File: src/design/rwsu_pkg.sv
`timescale 1ns / 1ps
// Package: shared constants, types and codes of the Rprop+ step update engine.
package rwsu_pkg;

    localparam int NUM_WEIGHTS = 4096;
    localparam int ADDR_W      = $clog2(NUM_WEIGHTS);
    localparam int IDX_W       = 12;
    localparam int SIGN_W      = 2;
    localparam int STEP_W      = 24;
    localparam int FACT_W      = 16;
    localparam int DELTA_W     = 25;
    localparam int FRAC_SHIFT  = 14;
    localparam int PROD_W      = STEP_W + FACT_W;
    localparam int RATIO_W     = PROD_W - FRAC_SHIFT;
    localparam int CFG_IDX_W   = 3;
    localparam int CFG_DATA_W  = 24;
    localparam int Q_DEPTH     = 4;
    localparam int Q_PTR_W     = $clog2(Q_DEPTH);
    localparam int Q_CNT_W     = $clog2(Q_DEPTH + 1);

    localparam logic [STEP_W-1:0] STEP_SAT = '1;

    localparam logic [STEP_W-1:0] RST_INIT_STEP = STEP_W'(6554);
    localparam logic [FACT_W-1:0] RST_GROW      = FACT_W'(19661);
    localparam logic [FACT_W-1:0] RST_SHRINK    = FACT_W'(8192);
    localparam logic [STEP_W-1:0] RST_STEP_MAX  = STEP_W'(3276800);
    localparam logic [STEP_W-1:0] RST_STEP_MIN  = STEP_W'(1);

    typedef enum logic [CFG_IDX_W-1:0] {
        CFG_INIT_STEP = 3'd0,
        CFG_GROW      = 3'd1,
        CFG_SHRINK    = 3'd2,
        CFG_STEP_MAX  = 3'd3,
        CFG_STEP_MIN  = 3'd4
    } t_cfg_reg;

    // Update class of one item
    typedef enum logic [3:0] {
        OP_INIT   = 4'b0001,
        OP_GROW   = 4'b0010,
        OP_SHRINK = 4'b0100,
        OP_KEEP   = 4'b1000
    } t_op;

    typedef struct packed {
        logic pos;
        logic neg;
    } t_sign;

    typedef struct packed {
        logic [ADDR_W-1:0] addr;
        t_sign             sign;
        logic              first;
    } t_item;

    typedef struct packed {
        logic [STEP_W-1:0] initial_step;
        logic [FACT_W-1:0] grow_factor;
        logic [FACT_W-1:0] shrink_factor;
        logic [STEP_W-1:0] step_max;
        logic [STEP_W-1:0] step_min;
    } t_cfg;

    typedef struct packed {
        t_sign                     prior;
        logic [STEP_W-1:0]         step;
        logic signed [DELTA_W-1:0] delta;
    } t_entry;

endpackage

File: src/design/rwsu_if.sv
`timescale 1ns / 1ps
// Interfaces: gradient input, update result and register write channels.
interface rwsu_in_if import rwsu_pkg::*; ();
    logic                     valid;
    logic                     ready;
    logic [IDX_W-1:0]         weight_index;
    logic signed [SIGN_W-1:0] gradient_sign;
    logic                     first_epoch;

    modport source (output valid, weight_index, gradient_sign, first_epoch, input ready);
    modport sink   (input valid, weight_index, gradient_sign, first_epoch, output ready);
endinterface


File: src/design/rwsu_front.sv
`timescale 1ns / 1ps
// Front end: accept gradient beats, decode the sign and queue them for the update pipe.
module rwsu_front import rwsu_pkg::*; (
    input  logic       i_clk,
    input  logic       i_rst_n,
    rwsu_in_if.sink    i_in,
    output t_item      o_head,
    output logic       o_head_valid,
    input  logic       i_pop
);

    t_item               r_q [Q_DEPTH];
    logic [Q_PTR_W-1:0]  r_wr_ptr;
    logic [Q_PTR_W-1:0]  r_rd_ptr;
    logic [Q_CNT_W-1:0]  r_count;
    logic [Q_PTR_W-1:0]  n_wr_ptr;
    logic [Q_PTR_W-1:0]  n_rd_ptr;
    t_item               w_item;
    logic                w_push;

    // Code 1 is plus, codes 2 and 3 are minus, code 0 is zero
    always_comb begin
        w_item.addr     = i_in.weight_index[ADDR_W-1:0];
        w_item.sign.pos = ~i_in.gradient_sign[1] & i_in.gradient_sign[0];
        w_item.sign.neg = i_in.gradient_sign[1];
        w_item.first    = i_in.first_epoch;
    end

    assign i_in.ready   = (r_count != Q_CNT_W'(Q_DEPTH));
    assign w_push       = i_in.valid && i_in.ready;
    assign o_head       = r_q[r_rd_ptr];
    assign o_head_valid = (r_count != '0);

    assign n_wr_ptr = (r_wr_ptr == Q_PTR_W'(Q_DEPTH - 1)) ? '0 : r_wr_ptr + 1'b1;
    assign n_rd_ptr = (r_rd_ptr == Q_PTR_W'(Q_DEPTH - 1)) ? '0 : r_rd_ptr + 1'b1;

    always_ff @(posedge i_clk) begin
        if (!i_rst_n) begin
            r_wr_ptr <= '0;
            r_rd_ptr <= '0;
            r_count  <= '0;
        end else begin
            if (w_push) begin
                r_wr_ptr <= n_wr_ptr;
            end
            if (i_pop) begin
                r_rd_ptr <= n_rd_ptr;
            end
            case ({w_push, i_pop})
                2'b10:   r_count <= r_count + 1'b1;
                2'b01:   r_count <= r_count - 1'b1;
                default: r_count <= r_count;
            endcase
        end
    end

    always_ff @(posedge i_clk) begin
        if (w_push) begin
            r_q[r_wr_ptr] <= w_item;
        end
    end

    a_count_bound: assert property (@(posedge i_clk) disable iff (!i_rst_n)
        r_count <= Q_CNT_W'(Q_DEPTH))
        else $error("queue count beyond depth");

    a_push_lands: assert property (@(posedge i_clk) disable iff (!i_rst_n)
        w_push |=> o_head_valid)
        else $error("accepted beat did not reach the queue");

endmodule

File: src/flat_wrapper.sv
// flat-port wrapper written by rule: the top's interface ports become plain ports
module rwsu_front_flat import rwsu_pkg::*;
  (i_clk, i_rst_n, o_head, o_head_valid, i_pop, i_in_valid, i_in_weight_index, i_in_gradient_sign, i_in_first_epoch, i_in_ready);
  rwsu_in_if i_in_i ();
  input  logic i_clk;
  input  logic i_rst_n;
  output t_item o_head;
  output logic o_head_valid;
  input  logic i_pop;
  input wire logic [$bits(i_in_i.valid)-1:0] i_in_valid;
  input wire logic [$bits(i_in_i.weight_index)-1:0] i_in_weight_index;
  input wire logic [$bits(i_in_i.gradient_sign)-1:0] i_in_gradient_sign;
  input wire logic [$bits(i_in_i.first_epoch)-1:0] i_in_first_epoch;
  output wire logic [$bits(i_in_i.ready)-1:0] i_in_ready;
  assign i_in_i.valid = i_in_valid;
  assign i_in_i.weight_index = i_in_weight_index;
  assign i_in_i.gradient_sign = i_in_gradient_sign;
  assign i_in_i.first_epoch = i_in_first_epoch;
  assign i_in_ready = i_in_i.ready;
  rwsu_front u_core (.i_clk(i_clk), .i_rst_n(i_rst_n), .i_in(i_in_i), .o_head(o_head), .o_head_valid(o_head_valid), .i_pop(i_pop));
endmodule
File: config.mk
export PLATFORM = sky130hd
export DESIGN_NAME = rwsu_front_flat
export DESIGN_NICKNAME = d
export VERILOG_FILES = /design/src/design/rwsu_pkg.sv /design/src/design/rwsu_if.sv /design/src/design/rwsu_front.sv /design/src/flat_wrapper.sv
export SDC_FILE = /design/constraint.sdc
export NUM_CORES = 1
export LEC_CHECK = 0
export ABC_AREA = 1
export BUFFER_PORTS_ARGS = -buffer_cell sky130_fd_sc_hd__clkbuf_2
export CAP_MARGIN = 20
export CORE_MARGIN = 5
export CORE_UTILIZATION = 50
export CTS_CLUSTER_SIZE = 30
export DETAILED_ROUTE_END_ITERATION = 10
export HOLD_SLACK_MARGIN = 0.06
export PLACE_DENSITY_LB_ADDON = 0.08
export SLEW_MARGIN = 5
export SYNTH_ARGS = -nofsm -noshare
export SYNTH_HDL_FRONTEND = slang
export SYNTH_SLANG_ARGS = --single-unit
File: constraint.sdc
create_clock -name i_clk -period 1.95 [get_ports i_clk]
set_input_delay 0.39 -clock i_clk [delete_from_list [all_inputs] [get_ports i_clk]]
set_output_delay 0.39 -clock i_clk [all_outputs]
set_load 0.05 [all_outputs]
==> metrics.txt <==
status finished, final reports clean; Mean Syn Cell Area 13.4 um2; PD cells between 1000 and 1500 nW/um2; DRT Pass-1 Iters 4; kind of critical path reg2out; sw frac 28.5%; Int Pwr roughly 2.5 mW; total CTS buffers 9; Synth Net Count roughly 240; worst min path class in2reg; worst-path cell chain inv_4, buf_4, nor2_1, o22ai_2, clkbuf_8; Peak VDD IR between 0.6 and 0.7 mV; Final min period approximately 1.9 ns; Hold EP u_core.r_q[0][13]; routed len/inst roughly 15 um; Core Footprint ~5500 um2; RD Place Congestion approximately 0.71; largest net degree at the start of global routing 19; fin. max-slew vios 0; Post-CTS Repair Setup Buffers 0; synthesized cell area ~2800 um2; net total in the final layout around 290; clk sinks 69; Antenna Nets Post-Route 0; hold buffers post-CTS 0; IO buf count 35; share of cells above drive strength 1 between 30% and 40%; RSZ-0062 raised after global routing false; final setup violation count 0; Worst Reg-to-Reg Cells 12; Mapped Cells between 200 and 250; skew final ~0.0035 ns; global-route wire length before repair between 8 and 9 mm; Total Die Area around 7300 um2; WHS Path Cells 1; FP Rows 27; flops & latches, synth between 60 and 70; CTS H-tree lvls 3; Worst Setup Start Kind flip-flop; CP endpoint kind primary output; worst endpoint required time between 1.5 and 2 ns; vias in the first global route between 1500 and 2000; Logic pwr share roughly 20%; yosys warns 0; Power Total about 3.5 mW; Initial Util 51.6%; sequential area share after synthesis 69.7%; highest clock rate 0.537 GHz; crit path max fanout 9; Leak ~1.3 nW; Die Y between 80 and 90 um; Worst EP arrival 1.47 ns; DIE WIDTH ~85 um; CTS Root Cell clkbuf_8; n_diodes 0; routed vias 1714; pre-CTS WS 0.251 ns; Boundary Pins 36; Vias/cell a little over 5; initial antenna violation count 0; total track usage about 15%; Hold Fails Final Rpt 0; Critical R2R Launch u_core.r_count[0]; setup tns final 0 ns; Max-cap violations 0; Clk Latency, worst-skew pair 0.33 ns; Clk pwr share a little under a third; worst-margin pin slew roughly 0.28 ns; period utilisation layout a little over nine tenths; Worst R2R Setup Slack roughly 0.24 ns; Slowest-stage cell, CP dfxtp_2; Flop pwr share ~50%; FF-to-FF End u_core.r_count[2]; Worst Slack Setup Final around 0.09 ns; Switching Power approximately 1 mW; slew margin rel. about four fifths; GR Overflow Total 0; drt total wl 5.13 mm; hold wc startpoint i_in_weight_index[10]; Unique masters post-synth 24; critical path's largest stage delay 0.35 ns; Worst-path clk slew roughly 0.07 ns; # DRC 0; Initial DRC Count 116; TritonCTS clock tree yes; filler instances between 400 and 500; area grow syn2layout 19.0%; Max Buffers Root-to-Sink 2; hpwl dp roughly 3.4 mm
[state kept, by name, indices dropped and copies added (netlist names), named ones only]
signal	flops
u_core.r_q	60
u_core.r_rd_ptr	2
u_core.r_wr_ptr	2
u_core.r_count	3
[logic make-up (layout without fill, tap and decap cells)]
logic type / count (synthesis) / count (layout) / share of synthesized area [%]
buffers and inverters: 26 / 82 / 4.93
AO/OA/AOI/OAI: 52 / 52 / 13.6
flip-flops: 69 / 69 / 69.7
adder cells (fa/ha/maj): 7 / 7 / 3.35
AND/OR/NAND/NOR: 58 / 58 / 8.41
[final cells by class]
type,instances,area [um2],share of cell area (%)
Sequential cell,69,1990,58.7
Multi-Input combinational cell,117,721,21.3
Timing Repair Buffer,48,332,9.80
Clock buffer,9,124,3.66
Tap cell,72,90.1,2.66
Inverter,18,72.6,2.15
Clock inverter,7,56.3,1.66
[power groups by stage]
| stage | Combinational (mW) | Sequential (mW) | Clock [mW] |
|---|---|---|---|
| after floorplan | 0.488 | 1.77 | 0 |
| after global placement | 0.648 | 1.78 | 0 |
| after detailed placement | 0.652 | 1.78 | 0 |
| after CTS | 0.688 | 1.75 | 1.09 |
| after global routing | 0.743 | 1.76 | 1.18 |
| final | 0.685 | 1.75 | 1.06 |
[how the worst max path moves through the flow]
stage | start | to | cells after the start
6_report | flip-flop | o_head[4] | 5
5_1_grt | flip-flop | o_head[0] | 5
4_1_cts | flip-flop | o_head[0] | 5
3_5_place_dp | u_core.r_count[0] | u_core.r_count[2] | 12
3_3_place_gp | u_core.r_count[0] | u_core.r_count[2] | 12
2_1_floorplan | u_core.r_count[1] | u_core.r_q[0][0] | 4
[metal layers]
metal,global-route usage [%],vias to the layer above,routed length (um)
li1,-,861,-
met1,18.5,819,2290
met2,25.4,29,2560
met3,5.05,5,216
met4,6.19,0,57
met5,0,-,0
[worst max-delay path: cells and delay by family (launching register included)]
kind | cells | cell delay (ns)
buffers and inverters | 3 | 0.51
AO/OA/AOI/OAI | 1 | 0.20
flip-flops | 1 | 0.35
AND/OR/NAND/NOR | 1 | 0.08
[through the flow]
step / hold WS [ns] / cell area, um2 / utilization (%) / cells
after detailed placement: 0.540 / 3130 / 56.9 / 324
after global routing: 0.262 / 3380 / 61.4 / 340
after floorplan: 0.489 / 2840 / - / 212
final: 0.272 / 3380 / 61.4 / 340
after CTS: 0.256 / 3360 / 61.1 / 340
after global placement: 0.530 / 3130 / 56.9 / 324
[what timing repair did]
action                                  in CTS  in global routing
resized for setup                           16                 15
pin swaps                                    0                  0
endpoints found under the setup margin      15                 15
[placed cells by master, fill, tap and decap left out, types with 2 or more instances in the layout]
cell type  netlist  layout
o22ai_1          5       5
nand2_1          8       8
clkbuf_2         0      20
clkinv_2         0       3
dfxtp_1          9       7
edfxtp_1        60      60
clkbuf_8         0      12
buf_4            3      15
clkbuf_4         0       6
nor2_1          43      43
o21ai_1         18      18
a21oi_1          4       4
inv_1           16      16
buf_2            1       2
o21ai_0          3       3
buf_6            4       2
clkinv_1         0       3
o21ai_2         12      12
o22ai_2         10      10
ha_1             6       6
inv_4            0       2
[cells in the mapped netlist, drive strengths merged]
cell type,number,area (um2)
nor2,44,168
a21oi,4,20.0
edfxtp,60,1800
inv,18,67.6
nand2,10,47.6
fa,1,20.0
nand3b,1,7.51
o22ai,15,156
nand3,1,5.00
dfxtp,9,180
nor3,1,5.00
o21ai,33,210
buf,8,72.6
ha,6,75.1
nand4,1,6.26
(Power assumes the default switching activity.)
